===== config.mk =====
export PLATFORM = sky130hd
export DESIGN_NAME = ceq_pow2
export DESIGN_NICKNAME = d
export VERILOG_FILES = /design/src/rtl/coincidence_event_qualifier_core_assert.svh /design/src/rtl/ceq_pkg.sv /design/src/rtl/ceq_pow2.sv
export SDC_FILE = /design/constraint.sdc
export NUM_CORES = 1
export LEC_CHECK = 0
export BUFFER_PORTS_ARGS = -buffer_cell sky130_fd_sc_hd__clkbuf_2
export CAP_MARGIN = 20
export CORE_MARGIN = 2
export CORE_UTILIZATION = 55
export DETAILED_ROUTE_END_ITERATION = 8
export HOLD_SLACK_MARGIN = 0.03
export PLACE_DENSITY = 0.74
export SETUP_SLACK_MARGIN = 0.02
export SLEW_MARGIN = 20
export SYNTH_ARGS = -nofsm -noshare
export SYNTH_HDL_FRONTEND = slang
export SYNTH_SLANG_ARGS = --single-unit

===== constraint.sdc =====
create_clock -name clk -period 10.2 [get_ports clk]
set_input_delay 0 -clock clk [delete_from_list [all_inputs] [get_ports clk]]
set_output_delay 0 -clock clk [all_outputs]
set_load 0.01 [all_outputs]

===== src/rtl/coincidence_event_qualifier_core_assert.svh =====
// Assertion macros shared by the coincidence event qualifier RTL.
`ifndef COINCIDENCE_EVENT_QUALIFIER_CORE_ASSERT_SVH
`define COINCIDENCE_EVENT_QUALIFIER_CORE_ASSERT_SVH

// Same-cycle implication, checked outside reset.
`define CEQ_ASSERT_IMPLY(name, ck, rs, ante, cons) \
  name: assert property (@(posedge ck) disable iff (rs) (ante) |-> (cons)) \
    else $error("same-cycle implication check failed");

// Next-cycle implication, checked outside reset.
`define CEQ_ASSERT_NEXT(name, ck, rs, ante, cons) \
  name: assert property (@(posedge ck) disable iff (rs) (ante) |=> (cons)) \
    else $error("next-cycle implication check failed");

`endif


===== src/rtl/ceq_pkg.sv =====
// Types, codes and constants shared by the coincidence event qualifier.
package ceq_pkg;

  localparam int COORD_WIDTH_DEF = 16;
  localparam int WFB_DEF         = 16;

  localparam int ENERGY_W    = 12;
  localparam int WINDOW_W    = 17;
  localparam int HALF_LIFE_W = 40;
  localparam int TIME_W      = 48;
  localparam int TS_W        = 47;
  localparam int DIAM_W      = 16;
  localparam int DT_W        = 18;
  localparam int ANGLE_W     = 16;
  localparam int WEIGHT_W    = 41;
  localparam int WMAG_W      = 40;
  localparam int NET_W       = 48;
  localparam int CFG_DATA_W  = 48;
  localparam int CFG_INDEX_W = 3;
  localparam int STATUS_W    = 3;
  localparam int COUNT_W     = 4;

  // Exponent fraction bits and the serial units built around them.
  localparam int EXP_FRAC  = 30;
  localparam int DIV_NUM_W = TIME_W + EXP_FRAC;   // |ts - t0| < 2^48, then 30 fraction bits
  localparam int DIV_DEN_W = HALF_LIFE_W;
  localparam int ROOT_W    = 32;

  localparam logic [ENERGY_W-1:0]    ENERGY_LOW_RST  = 12'd350;
  localparam logic [ENERGY_W-1:0]    ENERGY_HIGH_RST = 12'd700;
  localparam logic [WINDOW_W-1:0]    WINDOW_RST      = 17'd20000;
  localparam logic [HALF_LIFE_W-1:0] HALF_LIFE_RST   = '0;
  localparam logic [TIME_W-1:0]      INIT_TIME_AUTO  = '1;
  localparam logic [DIAM_W-1:0]      DIAM_RST        = '0;

  localparam logic [DT_W-1:0]      DT_MAX_PS    = 18'd90000;
  localparam logic [DT_W-1:0]      DT_RAND_PS   = 18'd20000;
  localparam logic [DIV_DEN_W-1:0] RAND_SPAN_PS = 40'd70000;
  localparam logic [DIV_NUM_W-1:0] RAND_HALF_PS = 78'd35000;
  localparam logic [COUNT_W-1:0]   MAX_HITS     = 4'd2;

  localparam logic [WMAG_W-1:0] WEIGHT_MAX = '1;

  typedef enum logic [CFG_INDEX_W-1:0] {
    REG_ENERGY_LOW   = 3'd0,
    REG_ENERGY_HIGH  = 3'd1,
    REG_WINDOW       = 3'd2,
    REG_HALF_LIFE    = 3'd3,
    REG_INIT_TIME    = 3'd4,
    REG_DIAMETER     = 3'd5,
    REG_NO_DOI       = 3'd6,
    REG_DIRECT_CORR  = 3'd7
  } cfg_reg_t;

  typedef enum logic [STATUS_W-1:0] {
    ST_PROMPT = 3'd0,
    ST_RANDOM = 3'd1,
    ST_FOV    = 3'd2,
    ST_ENERGY = 3'd3,
    ST_TIME   = 3'd4,
    ST_HITS   = 3'd5
  } status_t;

endpackage


===== src/rtl/ceq_pow2.sv =====
// Fractional power of two in Q2.30 by repeated square roots, two radicand bits per cycle.
module ceq_pow2 import ceq_pkg::*; (
  input  logic                clk,
  input  logic                rst,
  input  logic                start,
  input  logic [EXP_FRAC-1:0] frac,
  output logic                done,
  output logic [ROOT_W-1:0]   y
);

  localparam int K_W    = $clog2(EXP_FRAC);
  localparam int STEP_W = $clog2(ROOT_W);

  logic [EXP_FRAC-1:0] fr;
  logic [K_W-1:0]      k;
  logic [STEP_W-1:0]   step;
  logic                busy;
  logic                loading;
  logic [ROOT_W-1:0]   yv;
  logic [2*ROOT_W-1:0] vsh;
  logic [ROOT_W+1:0]   rem;
  logic [ROOT_W-1:0]   root;
  logic [ROOT_W:0]     m;
  logic [ROOT_W+3:0]   rem2;
  logic [ROOT_W+3:0]   trial;
  logic [ROOT_W+3:0]   rdiff;
  logic                ge;
  logic [ROOT_W-1:0]   root_n;

  // Each pass takes the square root of y * 2^bit, scaled back into Q2.30.
  assign m      = fr[k] ? {yv, 1'b0} : {1'b0, yv};
  assign rem2   = {rem, vsh[2*ROOT_W-1 -: 2]};
  assign trial  = {2'b00, root, 2'b01};
  assign rdiff  = rem2 - trial;
  assign ge     = rem2 >= trial;
  assign root_n = {root[ROOT_W-2:0], ge};
  assign y      = yv;

  always_ff @(posedge clk) begin
    if (rst) begin
      busy    <= 1'b0;
      done    <= 1'b0;
      loading <= 1'b0;
      k       <= '0;
      step    <= '0;
    end else begin
      done <= 1'b0;
      if (start) begin
        busy    <= 1'b1;
        loading <= 1'b1;
        k       <= '0;
        fr      <= frac;
        yv      <= ROOT_W'(1) << EXP_FRAC;
      end else if (busy) begin
        if (loading) begin
          vsh     <= {1'b0, m, {EXP_FRAC{1'b0}}};
          rem     <= '0;
          root    <= '0;
          step    <= '0;
          loading <= 1'b0;
        end else begin
          vsh  <= {vsh[2*ROOT_W-3:0], 2'b00};
          rem  <= ge ? rdiff[ROOT_W+1:0] : rem2[ROOT_W+1:0];
          root <= root_n;
          step <= step + 1'b1;
          if (step == STEP_W'(ROOT_W - 1)) begin
            yv <= root_n;
            if (k == K_W'(EXP_FRAC - 1)) begin
              busy <= 1'b0;
              done <= 1'b1;
            end else begin
              k       <= k + 1'b1;
              loading <= 1'b1;
            end
          end
        end
      end
    end
  end

endmodule


### After elaboration in Yosys (flattened, before gate mapping)

Index checks and enable logic that the tools add are counted.

| word-level totals | value |
|---|---|
| bits in read-only memories | 0 |
| memory bits (writable) | 0 |
| register bits after elaboration | 205 |
| word-level logic and storage cells | 53 |
| memories kept | 0 |
| input port bits | 33 |
| bits in latches | 0 |

| operators by class | value |
|---|---|
| bitwise gates (word level) | 6 |
| add/subtract/negate cells | 3 |
| muxes and demuxes | 19 |
| equality and inequality tests | 3 |
| reduce and logical (&&, ||, !) cells | 9 |
| divide/modulo/power cells | 0 |
| $lt $le $gt $ge | 2 |
| multiply operators | 0 |
| shift-type cells | 0 |

Operators with widths:

| operator | number |
|---|---|
| $mux 32 | 3 |
| $mux 63 | 1 |
| $ge 36x34->1 | 1 |
| $mux 34 | 1 |
| $sub 34x34->34 | 1 |
| $mux 33 | 1 |
| $mux 1 | 11 |
| $add 5x1->5 const B | 2 |
| $eq 5x5->1 const B | 2 |
| $reduce_and 4->1 | 2 |
| $lt 5x6->1 const B | 1 |
| $not 1->1 | 6 |
| $bmux 1 s5 | 1 |
| $mux 5 | 1 |
| $reduce_or 5->1 | 1 |
| $reduce_and 2->1 | 2 |
| $reduce_bool 2->1 | 2 |
| $reduce_and 3->1 | 1 |
| $ne 2x2->1 const B | 1 |
| $reduce_or 2->1 | 1 |

### Logic depth before layout (Yosys ltp)

| logic depth | value |
|---|---|
| depth after elaboration | 6 |
| gate-level depth with buffers | 12 |
| gate-level depth less buffers | 10 |

### Worst setup path after synthesis

Ideal clock, no wire load.

| path | value |
|---|---|
| path type | register -> register |
| start point | register busy |
| end point | register rem[0], enable pin |
| buffers on the path | 1 |
| arrival time | 4.787 ns |
| stages on the path, launching flop included | 4 |
| slack | 4.853 ns |
| library setup time | 0.560 ns |
| required time | 9.640 ns |
| clock period less this slack | 5.347 ns |
| cells stage by stage | dfxtp_1 nand2b_1 clkbuf_1 nor2_1 |

| between the ends | value |
|---|---|
| word-level cells in the longest chain between the ends | 1 |

Ends and longest elaborated chain:

| element | RTL line | RTL |
|---|---|---|
| from (decl) | ceq_pow2.sv:17 | `logic busy;` |
| from (signal assigned) | ceq_pow2.sv:41 | `busy <= 1'b0;` |
| from (signal assigned) | ceq_pow2.sv:49 | `busy <= 1'b1;` |
| from (signal assigned) | ceq_pow2.sv:69 | `busy <= 1'b0;` |
| $reduce_and 3->1 (no line) | -- |  |
| to (signal assigned) | ceq_pow2.sv:63 | `rem <= ge ? rdiff[ROOT_W+1:0] : rem2[ROOT_W+1:0];` |
| to (decl) | ceq_pow2.sv:21 | `logic [ROOT_W+1:0] rem;` |

No other way between the ends.
A chain may end at the register's enable or synchronous reset.

### Worst setup path in the final report

| path | value |
|---|---|
| start point | register rem[21] |
| end point | register rem[2], data pin |

| between the ends | value |
|---|---|
| word-level cells in the longest chain between the ends | 2 |

Ends and longest elaborated chain:

| element | RTL line | RTL |
|---|---|---|
| $ge 36x34->1 | ceq_pow2.sv:35 | `assign ge = rem2 >= trial;` |
| $mux 34 | ceq_pow2.sv:63 |  |

No other way between the ends.

==> results.cfg <==
[floorplanning]
fp.dieW_um = 134
start_util = 0.559
die_h_um = 134
io_pins = 66
core_area_um2 = 16500
num_rows = 47
die-area_um2 = 17800

[setup_path]
max_stage_delay_ps = 850
crit_path_end_kind = flop
worstPathMaxFanout = 41
critPathArrivalTime_ps = 3670
cp.required_ps = 10360
crit_type = reg2reg
cp_num_buf_inv = 0
crit_family = simple AND/OR/NAND/NOR gates
cpMaxStageDelayCell = nor2_4
crit_chain = ha_1 -> nand3_1 -> nor2_1 -> nand3_1 -> o41ai_1 -> a211oi_2 -> nor2_4 -> mux2i_1 -> nor2_1
start_kind = flop

[drt]
drt-total-wl_um = 19400
detail-route-antenna-nets = 0
wl_per_cell_um = 17.0
dr.pass1.iters = 8
drc = 0
vias_per_cell = 5.73
num_vias = 6547
dr.first_iter.drc_count = 535

[layout]
finalCoreUtilization = 0.644
fillCellCount = 1273
multiInputGateArea_um2 = 3740
finalNonFillerCells = 1142
regArea_um2 = 5130
area.growth.synth_to_final_pct = 15.2
fin_nets = 980
drive_above_1_share = 0.133
antenna_cells = 0

[hold_path]
hold_class = in2reg

[sta]
finalSetupViolCount = 0
skew_ps = 13.0
slew_headroom = 0.265
period_minus_slack_ps = 3520
drv_slew = 0
finalCritPeriodShare = 0.345
worst_slew_pin_slew_ps = 1100
rsz0062_at_grt = false
fmax_mhz = 284
fin_setup_tns_ps = 0
hold_viol = 0

[place]
hpwl_um = 12700
dp.cells = 1079
port_buffers = 65
gp_congestion = 0.882

[yosys]
ys_types = 65
ys_top_cells_by_area = edfxtp_1 (53%), nor2_1 (5.7%), ha_1 (5.1%)
synthCells = 826
synth-edff-count = 162
async_reset_ff_frac = 0
ys_seq_area_frac = 0.555
ys_seq_elements = 175
syn_nets = 897
synth_top_area_share = 0.527
yosys.area.top_type = edfxtp_1
ys_warn_count = 0
synthMostInstantiatedCell = edfxtp_1
synthTopCellsByCount = edfxtp_1 (162), nor2_1 (141), a21oi_1 (81)
avgSynthCellArea_um2 = 11.2
syn_area_um2 = 9230
ys_dominant_reg_cell = edfxtp_1

[cts]
cts.path.max_buffers = 2
cts_buffers = 17
clkSlewWorstSetupHoldPaths_ps = 60
numClockSinks = 175
postCtsSetupRepairBufs = 0
root_buffer = clkbuf_16
clk_latency_ps = 440
cts_tree = done
htree_levels = 4

[global_routing]
grt_pass1_vias = 6180
antenna_found_initial = 0
grt_max_degree = 85
grt_overflow_total = 0
grt_use_total = 0.228
grt_pass1_wl_um = 31800

[pwr]
p_per_area_nw_per_um2 = 158
p_leak_uw = 0.00420
ir_drop_mv = 0.124

[job]
cap_violations = 0

[outcome]
status = completed
-- flip-flops by register name, summed over array words and instances (netlist names) --
| register | flops |
|---|---|
| y | 32 |
| loading | 1 |
| step | 5 |
| busy | 1 |
| root | 32 |
| k | 5 |
| rem | 34 |
| fr | 30 |
| vsh | 34 |
| done | 1 |
-- timing repair --
item / CTS / global route
hold buffers: 31 / 0
hold endpoints to repair: 42 / 0
gates resized for setup: 0 / 0
-- cell families after synthesis --
group	share of synthesized area
buffers and inverters	0.0421
AOI/OAI and AO/OA	0.122
xor gates and xnor gates	0.0294
and+or+nand+nor	0.126
DFF	0.555
adders and majority gates	0.0515
muxes	0.0745
-- cell type report --
type / count / area share
Clock inverter: 14 / 0.0178
Tap cell: 220 / 0.0259
Timing Repair Buffer: 104 / 0.0654
Sequential cell: 175 / 0.482
Clock buffer: 18 / 0.0403
Inverter: 48 / 0.0169
Multi-Input combinational cell: 563 / 0.352
-- routing by layer --
metal	track usage	vias to the layer above	part of all wire
met5	0	-	0
met1	0.332	3161	0.48
li1	-	3185	-
met2	0.344	187	0.46
met4	0.0579	0	0.0071
met3	0.0586	14	0.056
-- worst register-to-register path, cell delays in order (launching register included) --
cell      delay [ps]
edfxtp_1         400
ha_1             450
nand3_1          250
nor2_1           230
nand3_1          130
o41ai_1          440
a211oi_2         100
nor2_4           850
mux2i_1          330
nor2_1            60
-- stage by stage --
step                setup slack, ps  power [uW]  hold slack, ps  area [um^2]
floorplan                      4850         959            76.6         9230
global placement               6850         995             176         9710
detailed placement             6700         999             179         9710
CTS                            6690        1690             153        10600
global route                   6390        1740             199        10600
finish                         6680        1680             174        10600
-- worst paths after layout --
path | to | cells past startpoint | startpoint | slack (ps)
worst min register to register | step[4] | 2 | step[4] | 540
worst min-delay path | y[9] | 3 | start | 170
worst max register to register | rem[2] | 9 | rem[21] | 6680
worst max-delay path | rem[2] | 9 | rem[21] | 6680
-- where the power goes --
group          switching, uW  internal, uW  leakage [uW]
Sequential              17.7           816       0.00161
Clock                    277           411      0.000304
Combinational           92.4          68.8       0.00229
-- layout by cell type, fill, tap and decap left out, types with 28 or more instances in the layout --
cell type,instances
a21oi_1,81
clkbuf_2,65
dlygate4sd3_1,31
edfxtp_1,162
ha_1,38
inv_1,48
mux2i_1,44
nand2_1,37
nor2_1,139
o21ai_0,28
Power figures use the tool's default switching activity.
