<file path="config.mk">
export PLATFORM = sky130hd
export DESIGN_NAME = ceq_sdiv
export DESIGN_NICKNAME = d
export VERILOG_FILES = /design/src/rtl/coincidence_event_qualifier_core_assert.svh /design/src/rtl/ceq_pkg.sv /design/src/rtl/ceq_sdiv.sv
export SDC_FILE = /design/constraint.sdc
export NUM_CORES = 1
export LEC_CHECK = 0
export BUFFER_PORTS_ARGS = -buffer_cell sky130_fd_sc_hd__buf_4
export CAP_MARGIN = 25
export CORE_MARGIN = 8
export CORE_UTILIZATION = 45
export CTS_CLUSTER_SIZE = 10
export DETAILED_ROUTE_END_ITERATION = 10
export PLACE_DENSITY = 0.7
export SYNTH_ARGS = -nofsm -noshare
export SYNTH_HDL_FRONTEND = slang
export SYNTH_SLANG_ARGS = --single-unit
</file>
<file path="constraint.sdc">
create_clock -name clk -period 13.75 [get_ports clk]
set_clock_uncertainty 0.05 [all_clocks]
set_input_delay 0 -clock clk [delete_from_list [all_inputs] [get_ports clk]]
set_output_delay 0 -clock clk [all_outputs]
set_load 0.02 [all_outputs]
</file>
<file path="src/rtl/coincidence_event_qualifier_core_assert.svh">
// Assertion macros shared by the coincidence event qualifier RTL.
`ifndef COINCIDENCE_EVENT_QUALIFIER_CORE_ASSERT_SVH
`define COINCIDENCE_EVENT_QUALIFIER_CORE_ASSERT_SVH

// Same-cycle implication, checked outside reset.
`define CEQ_ASSERT_IMPLY(name, ck, rs, ante, cons) \
  name: assert property (@(posedge ck) disable iff (rs) (ante) |-> (cons)) \
    else $error("same-cycle implication check failed");

// Next-cycle implication, checked outside reset.
`define CEQ_ASSERT_NEXT(name, ck, rs, ante, cons) \
  name: assert property (@(posedge ck) disable iff (rs) (ante) |=> (cons)) \
    else $error("next-cycle implication check failed");

`endif

</file>
<file path="src/rtl/ceq_pkg.sv">
// Types, codes and constants shared by the coincidence event qualifier.
package ceq_pkg;

  localparam int COORD_WIDTH_DEF = 16;
  localparam int WFB_DEF         = 16;

  localparam int ENERGY_W    = 12;
  localparam int WINDOW_W    = 17;
  localparam int HALF_LIFE_W = 40;
  localparam int TIME_W      = 48;
  localparam int TS_W        = 47;
  localparam int DIAM_W      = 16;
  localparam int DT_W        = 18;
  localparam int ANGLE_W     = 16;
  localparam int WEIGHT_W    = 41;
  localparam int WMAG_W      = 40;
  localparam int NET_W       = 48;
  localparam int CFG_DATA_W  = 48;
  localparam int CFG_INDEX_W = 3;
  localparam int STATUS_W    = 3;
  localparam int COUNT_W     = 4;

  // Exponent fraction bits and the serial units built around them.
  localparam int EXP_FRAC  = 30;
  localparam int DIV_NUM_W = TIME_W + EXP_FRAC;   // |ts - t0| < 2^48, then 30 fraction bits
  localparam int DIV_DEN_W = HALF_LIFE_W;
  localparam int ROOT_W    = 32;

  localparam logic [ENERGY_W-1:0]    ENERGY_LOW_RST  = 12'd350;
  localparam logic [ENERGY_W-1:0]    ENERGY_HIGH_RST = 12'd700;
  localparam logic [WINDOW_W-1:0]    WINDOW_RST      = 17'd20000;
  localparam logic [HALF_LIFE_W-1:0] HALF_LIFE_RST   = '0;
  localparam logic [TIME_W-1:0]      INIT_TIME_AUTO  = '1;
  localparam logic [DIAM_W-1:0]      DIAM_RST        = '0;

  localparam logic [DT_W-1:0]      DT_MAX_PS    = 18'd90000;
  localparam logic [DT_W-1:0]      DT_RAND_PS   = 18'd20000;
  localparam logic [DIV_DEN_W-1:0] RAND_SPAN_PS = 40'd70000;
  localparam logic [DIV_NUM_W-1:0] RAND_HALF_PS = 78'd35000;
  localparam logic [COUNT_W-1:0]   MAX_HITS     = 4'd2;

  localparam logic [WMAG_W-1:0] WEIGHT_MAX = '1;

  typedef enum logic [CFG_INDEX_W-1:0] {
    REG_ENERGY_LOW   = 3'd0,
    REG_ENERGY_HIGH  = 3'd1,
    REG_WINDOW       = 3'd2,
    REG_HALF_LIFE    = 3'd3,
    REG_INIT_TIME    = 3'd4,
    REG_DIAMETER     = 3'd5,
    REG_NO_DOI       = 3'd6,
    REG_DIRECT_CORR  = 3'd7
  } cfg_reg_t;

  typedef enum logic [STATUS_W-1:0] {
    ST_PROMPT = 3'd0,
    ST_RANDOM = 3'd1,
    ST_FOV    = 3'd2,
    ST_ENERGY = 3'd3,
    ST_TIME   = 3'd4,
    ST_HITS   = 3'd5
  } status_t;

endpackage

</file>
<file path="src/rtl/ceq_sdiv.sv">
// Bit-serial restoring divider, one quotient bit per cycle.
module ceq_sdiv import ceq_pkg::*; (
  input  logic                 clk,
  input  logic                 rst,
  input  logic                 start,
  input  logic [DIV_NUM_W-1:0] num,
  input  logic [DIV_DEN_W-1:0] den,
  output logic                 done,
  output logic [DIV_NUM_W-1:0] quo
);

  localparam int CNT_W = $clog2(DIV_NUM_W);

  logic [DIV_NUM_W-1:0] nq;
  logic [DIV_DEN_W-1:0] rem;
  logic [DIV_DEN_W-1:0] dv;
  logic [CNT_W-1:0]     cnt;
  logic                 busy;
  logic [DIV_DEN_W:0]   rem_sh;
  logic [DIV_DEN_W:0]   rem_sub;
  logic                 ge;

  // The numerator register shifts out its top bit as quotient bits shift in.
  assign rem_sh  = {rem, nq[DIV_NUM_W-1]};
  assign rem_sub = rem_sh - {1'b0, dv};
  assign ge      = rem_sh >= {1'b0, dv};
  assign quo     = nq;

  always_ff @(posedge clk) begin
    if (rst) begin
      busy <= 1'b0;
      done <= 1'b0;
      cnt  <= '0;
    end else begin
      done <= 1'b0;
      if (start) begin
        busy <= 1'b1;
        cnt  <= '0;
        nq   <= num;
        rem  <= '0;
        dv   <= den;
      end else if (busy) begin
        nq  <= {nq[DIV_NUM_W-2:0], ge};
        rem <= ge ? rem_sub[DIV_DEN_W-1:0] : rem_sh[DIV_DEN_W-1:0];
        cnt <= cnt + 1'b1;
        if (cnt == CNT_W'(DIV_NUM_W - 1)) begin
          busy <= 1'b0;
          done <= 1'b1;
        end
      end
    end
  end

endmodule

</file>
# Word level (Yosys, flattened, before mapping)
# Index checks and enable logic that the tools add are counted.
# word_totals
wordCells,25
input_bits,121
ff_bits,167
out_inout_bits,79
# op_classes
n_bitwise,2
reduce_logical,5
addsub,2
eq_ne,1
magnitude_cmp,1
muxes,8
# ops
operator,count
78-bit 2-to-1 mux,2
40-bit 2-to-1 mux,2
41-bit by 40-bit >= comparator with 1-bit output,1
40-bit subtractor,1
"7-bit by 1-bit adder with 7-bit output, second input constant",1
"7-bit equality test, second input constant",1
1-bit 2-to-1 mux,4
2-bit AND reduction,2
3-bit OR reduction,1
1-bit NOT,2
2-bit nonzero test,1
2-bit OR reduction,1

# Longest topological paths before layout
# Gate-level depths: netlist (run 1).
# logic_depth
depth_word,4
ltp_mapped,14
mapped_depth_nobuf,12

# Least setup slack after synthesis (run 1)
# Ideal clock, no wire load.
# synth_timing
path_kind,reg2reg
startpoint,reg busy
endpoint,"reg nq[0] (netlist: quo[0]), enable pin"
path_slack_ns,7.581
synth_period_minus_slack_ns,6.169
n_path_buf,1
arrival_time_ns,5.523
setup_time_ns,0.596
path_stages_with_launch,4
t_required_ns,13.104
cell_sequence,dfxtp_1 clkbuf_1 nor2_1 nor2_1
# synth_via
elab_chain_len,2
# synth_rtl
item,line,source
"start, declared",ceq_sdiv.sv:18,logic busy;
"start signal, assigned",ceq_sdiv.sv:31,busy <= 1'b0;
"start signal, assigned",ceq_sdiv.sv:37,busy <= 1'b1;
"start signal, assigned",ceq_sdiv.sv:47,busy <= 1'b0;
2-bit nonzero test (no source line),n/a,
2-bit AND reduction (no source line),n/a,
"end signal, assigned",ceq_sdiv.sv:39,nq <= num;
"end signal, assigned",ceq_sdiv.sv:43,"nq <= {nq[DIV_NUM_W-2:0], ge};"
"end, declared",ceq_sdiv.sv:14,logic [DIV_NUM_W-1:0] nq;
# No other way between the ends.
# A chain may end at the register's enable or synchronous reset.

# Worst setup path after layout (run 1)
# layout_timing
startpoint,reg rem[33]
endpoint,reg nq[0] (netlist: quo[0]) (data pin)
# layout_via
elab_chain_len,3
# layout_rtl
item,line,source
"start, declared",ceq_sdiv.sv:15,logic [DIV_DEN_W-1:0] rem;
"start signal, assigned",ceq_sdiv.sv:44,rem <= ge ? rem_sub[DIV_DEN_W-1:0] : rem_sh[DIV_DEN_W-1:0];
41-bit by 40-bit >= comparator with 1-bit output,ceq_sdiv.sv:26,"assign ge = rem_sh >= {1'b0, dv};"
78-bit 2-to-1 mux,ceq_sdiv.sv:42,end else if (busy) begin
78-bit 2-to-1 mux,ceq_sdiv.sv:36,if (start) begin
# No other way between the ends. The select of a mux whose other input is x is not followed.

==> run metrics, run 1 <==
period utilisation layout 26.6%; YS warnings 0; PD cells 118 nW/um^2; Via Count 7507; drc violations 0; Sink Count 167; DR WL/cell 19.0 um; top cell type by total area after synthesis edfxtp_1; # port buffers 199; Syn-to-layout area delta 37.5%; Final Power 0.00152 W; CP Data Required Time 13890 ps; top cells by area, synth edfxtp_1, mux2_2, ha_1, a21oi_1, inv_1; Setup violations, final 0; routed vias/inst 5.40; EDFF count, synth 158; crit start category register; Fmax achieved 273 MHz; Worst Tran Pin Value 988 ps; vias in the first global route 7945; post-synth top area share 50.6%; drt first pass iters 4; status complete, no violations; final WL 26.4 mm; asr flop ratio synth 0%; Max Root-Sink Buffers 2; kind of cell adding the most delay to the critical path compound AO/OA/AOI/OAI gates; crit path cell chain ha_1 > a21o_1 > a21o_1 > a21o_1 > a21o_1 > a21o_1 > a211oi_4 > buf_4 > nand2_4 > mux2_4; worst rel slew slack 34.1%; I/O Pins 200; setup tns final 0 ps; sequential area share after synthesis 52.5%; RSZ-0062 raised after global routing false; total grt overflow 0; final net count 1264; first-pass GRT wire length 41.9 mm; nature of the critical path endpoint register; Max-Cap Viols 0; final worst setup slack 10090 ps; crit path kind register to register; GPL Wtd Cong 0.853; post-route minimum period 3660 ps; Worst path slowest cell a211oi_4; maximum vdd drop 80.4 uV; 1st-iter DRT viols 393; CTS tree yes; antenna violations before repair 1; Worst EP arrival 3800 ps; Fin. Hold Viols 0; GRT Total Usage 20.3%; HP Class input port to register; CP bufs+invs 1; largest net degree at the start of global routing 79; cts hold-fix bufs 119; setup bufs post-CTS 0; dpl ws 10120 ps; post-DP HPWL 18.0 mm; cells after synthesis 794; core footprint 20800 um^2; syn nets 958; DRT antenna net count 0; layout cell share with drive strength beyond 1 31.4%; mapped cell area 9380 um^2; die area 25700 um^2; H-Tree Depth 4; total CTS buffers 17; Critical Path Max Stage Delay 760 ps; clock root cell clkbuf_16; Die Span Y 160 um; Mapped Avg Cell Area 11.8 um^2; leak pwr 5.22 nW; CTS resizes 0; FP Rows 53; register bit total from synthesis 167; CP max FO 18; final slew viol count 0; Die W 160 um; Netlist cell types 73; most used cell, CP a21o_1; Top FF cell, synth edfxtp_1; worst skew pair latency 440 ps; Clock Pin Slew Worst Setup and Hold Paths 90 ps; Starting Density 45.2%
[synthesized netlist by cell type (3+ instances only)]
master	number
a211o_1	5
a211oi_1	5
a211oi_2	5
a21o_1	20
a21o_2	4
a21oi_1	73
a31oi_1	6
and3_1	7
and3_2	3
buf_2	8
buf_4	3
buf_6	5
clkbuf_1	17
dfxtp_1	9
edfxtp_1	158
ha_1	42
inv_1	59
mux2_2	77
nand2_1	25
nand2b_1	4
nand3_1	42
nand4_1	12
nor2_1	22
nor2b_1	6
nor3_1	13
nor4_1	4
o211ai_1	6
o21a_1	3
o21ai_0	38
o21ai_1	9
o21bai_1	8
o22ai_1	3
or2_2	5
or3_1	4
xnor2_1	25
xor2_1	12
[layout by cell type (no fill, tap or decap), drive strengths merged, types with 24 or more instances in the layout]
master / count
buf: 206
edfxtp: 158
dlygate4sd3: 119
mux2: 78
a21oi: 75
inv: 65
o21ai: 47
nand3: 43
ha: 42
nand2: 26
xnor2: 25
a21o: 24
[cells by family (layout without fill, tap and decap cells)]
family          count (synthesis)  in the layout  share of synthesized area [%]
compound gates                208            208                           14.4
flops                         167            167                           52.5
simple gates                  163            163                           9.43
buf+inv                        97            416                           4.82
mux                            79             79                           9.51
fa+ha+maj                      43             43                           5.82
xor+xnor                       37             37                           3.46
other cells                     0              1                              0
[per-stage QoR]
| stage | utilization [%] | instance area, um^2 | std cells | hold WS, ps |
|---|---|---|---|---|
| floorplan | - | 9380 | 794 | 22.8 |
| global placement | 53.2 | 11000 | 1236 | 129 |
| detailed placement | 53.3 | 11100 | 1237 | 129 |
| CTS | 62.1 | 12900 | 1388 | 157 |
| global route | 62.1 | 12900 | 1389 | 177 |
| finish | 62.1 | 12900 | 1389 | 161 |
[metal layers]
| layer | part of all wire [%] | wire, um | GRT usage, % | up-vias |
|---|---|---|---|---|
| met5 | 0 | 0 | 0 | - |
| met1 | 41 | 10800 | 23.8 | 3615 |
| met3 | 7.7 | 2030 | 6.96 | 43 |
| met2 | 49 | 12800 | 34.0 | 258 |
| li1 | - | - | - | 3591 |
| met4 | 2.7 | 721 | 7.48 | 0 |
[registers in the layout, indices dropped and copies added (netlist names)]
name  flops
busy      1
cnt       7
done      1
dv       40
quo      78
rem      40
[cell type report]
class                           count  area [um^2]
Inverter                           59          221
Fill cell                        1605         7870
Antenna cell                        1         2.50
Clock buffer                       17          425
Multi-Input combinational cell    530         4020
Clock inverter                     15          199
Tap cell                          275          344
Sequential cell                   167         4920
Timing Repair Buffer              325         2760
[worst paths after layout]
path                         start  slack [ps]  depth (start not counted)             endpoint
max          rem[33]$_SDFFCE_PP0P_       10090                         10     quo[0]$_DFFE_PP_
min                          start         160                          2    quo[48]$_DFFE_PP_
max reg2reg  rem[33]$_SDFFCE_PP0P_       10090                         10     quo[0]$_DFFE_PP_
min reg2reg    cnt[6]$_SDFFE_PP0P_         440                          2  cnt[6]$_SDFFE_PP0P_
[power by group]
part / internal (W) / switching, W
combinational: 0.000183 / 0.000207
clock: 0.000264 / 0.000238
sequential: 0.000607 / 0.0000212
No activity file was read; power rests on OpenSTA's default activity.
==> run 2, diff against run 1 <==
PLACE_DENSITY = 0.73   (was 0.7)
clock period = 3.1 ns   (was 13.75 ns; I/O delays follow)
==> run 2 against run 1 <==
Clock power grew to 4.2 times the previous value; clock-buffer cell count stayed put; largest cell class unchanged; register-to-register slack lost 10000 ps; wire length up 3.1%; critical path depth shrank 1; combinational power increased to 4.7 times the previous value; sequential power grew to 4.4 times the previous value; global-route usage increased by 0.56 points; sequential share of layout area decreased by 0.60 points.
==> run metrics, run 2 (synthesis gave the netlist of run 1 again) <==
Starting Density 45.2% (unchanged); max reg flops 78 (unchanged); nature of the critical path endpoint register; Fmax achieved 333 MHz (+22%); GRT Total Usage 20.9% (+0.56 points); post-layout util 63.1% (+0.99 points); total grt overflow 0 (unchanged); Setup violations, final 0 (unchanged); Psw 0.00210 W (+350%); DR WL/cell 19.3 um (+1.8%); Worst EP arrival 3130 ps (-670 ps); RSZ-0062 raised after global routing false; CTS tree yes; Die Span Y 160 um (unchanged); leak pwr 5.31 nW (+1.6%); routed vias/inst 5.48 (+1.4%); Die W 160 um (unchanged); Via Count 7707 (+2.7%); FP Rows 53 (unchanged); I/O Pins 200 (unchanged); antenna violations before repair 2 (+1); Max-Cap Viols 0 (unchanged); crit path cell chain ha_1 > a21o_2 > o31a_1 > or2_4 > a211o_4 > a31oi_4 > a21oi_1 > xnor2_1 > o22ai_1; period utilisation layout 96.8% (+70 points); GPL Wtd Cong 0.898 (+5.3%); Syn-to-layout area delta 39.7%; Critical Path Max Stage Delay 410 ps (-350 ps); CP Data Required Time 3230 ps (-10660 ps); clock root cell clkbuf_16; clock share of power 31.5% (-1.5 points); H-Tree Depth 4 (unchanged); # port buffers 199 (unchanged); die area 25700 um^2 (unchanged); Comb power frac 27.1% (+1.5 points); dpl ws -5.22 ps (-10120 ps); Clock Pin Slew Worst Setup and Hold Paths 70 ps (-20 ps); core footprint 20800 um^2 (unchanged); DRT antenna net count 0 (unchanged); Worst path slowest cell edfxtp_1; 1st-iter DRT viols 461 (+17%); internal power 0.00463 W (+340%); final WL 27.2 mm (+3.1%); HP Class input port to register; crit start category register; CP max FO 5 (-13); Filler Cell Count 1574 (-1.9%); PD cells 514 nW/um^2 (+340%); final worst setup slack 99.1 ps (-9990 ps); dpl cells 1252 (+1.2%); crit path kind register to register; commonest non-fill, non-tap cell in the layout buf_4; Flop pwr share 41.5% (about the same); worst skew pair latency 440 ps (about the same); most frequent cells in the layout buf_4, edfxtp_1, dlygate4sd3_1, mux2_2, a21oi_1; largest net degree at the start of global routing 89 (+13%); post-route minimum period 3000 ps (-661 ps); Final Power 0.00674 W (+340%); post-DP HPWL 18.5 mm (+2.5%); Fin. Hold Viols 0 (unchanged); drc violations 0 (unchanged); Cell Count, Final, Fillers Out 1407 (+1.3%); worst rel slew slack 57.8% (+24 points); total CTS buffers 17 (unchanged); final slew viol count 0 (unchanged); maximum vdd drop 350 uV (+340%); Worst Tran Pin Value 632 ps (-356 ps); status complete, no violations; first-pass GRT wire length 43.0 mm (+2.6%); Sink Count 167 (unchanged); drt first pass iters 5 (+1); vias in the first global route 8113 (+2.1%); worst hold slack 239 ps (+77.6 ps); Max Root-Sink Buffers 2 (unchanged); layout cell share with drive strength beyond 1 33.4% (+2.0 points); final net count 1281 (+1.3%); Sw Share 31.2% (+0.52 points)
run 2: changes by cell type in the layout (fill, tap and decap cells not counted), moves of 3 or more:
cell / previous run / this run
buf_4: 205 / 216
buf_6: 0 / 3
o21ai_0: 38 / 34
o21ai_1: 9 / 12
run 2: area by class of cell:
type	count	area [um^2]	area share, %
sequential	167	4920	37.6
multi-input combinational	530	4090	31.2
timing repair buffer	342	2920	22.3
clock buffer	17	425	3.25
tap	275	344	2.63
inverter	59	221	1.69
clock inverter	15	161	1.23
antenna	2	5.00	0.0382
run 2: routing by layer:
| metal | up-vias | track usage, % | share of wire, % |
|---|---|---|---|
| met2 | 326 | 35.0 | 49 |
| met3 | 40 | 6.91 | 9.0 |
| met4 | 0 | 6.88 | 2.3 |
| li1 | 3639 | - | - |
| met5 | - | 0 | 0 |
| met1 | 3702 | 24.8 | 39 |
run 2: worst max-delay path, delay by kind of cell (launching register included):
kind                     cells  cell delay, ps
AO/OA/AOI/OAI                6            1400
XOR/XNOR                     1             210
adder cells (fa/ha/maj)      1             390
AND/OR/NAND/NOR              1             280
flip-flops                   1             410
run 2: power groups by stage:
stage	Combinational [W]	Clock, W	Sequential [W]
floorplan	0.00106	0	0.00289
CTS	0.00177	0.00216	0.00279
finish	0.00182	0.00212	0.00279
global route	0.00198	0.00223	0.00281
global placement	0.00160	0	0.00283
detailed placement	0.00163	0	0.00283
run 2: through the flow:
step	cell area, um^2	setup TNS, ps
floorplan	9380	0
global placement	11200	0
detailed placement	11200	-5.76
CTS	13000	0
global route	13100	0
finish	13100	0
run 2: final timing paths:
check | from | end | slack (ps) | cells after the start
hold reg to reg | cnt[6]$_SDFFE_PP0P_ | cnt[6]$_SDFFE_PP0P_ | 460 | 2
setup reg to reg | rem[4]$_SDFFCE_PP0P_ | rem[36]$_SDFFCE_PP0P_ | 100 | 9
hold / removal | den[9] | dv[9]$_DFFE_PP_ | 240 | 2
setup / recovery | rem[4]$_SDFFCE_PP0P_ | rem[36]$_SDFFCE_PP0P_ | 100 | 9
run 2: what timing repair did:
| item | 4_1_cts | 5_1_grt |
|---|---|---|
| pin swaps | 0 | 5 |
| resized for setup | 1 | 22 |
| setup buffers | 0 | 1 |
| hold endpoints to repair | 154 | 0 |
| hold buffers | 120 | 0 |
| endpoints found under the setup margin | 2 | 27 |
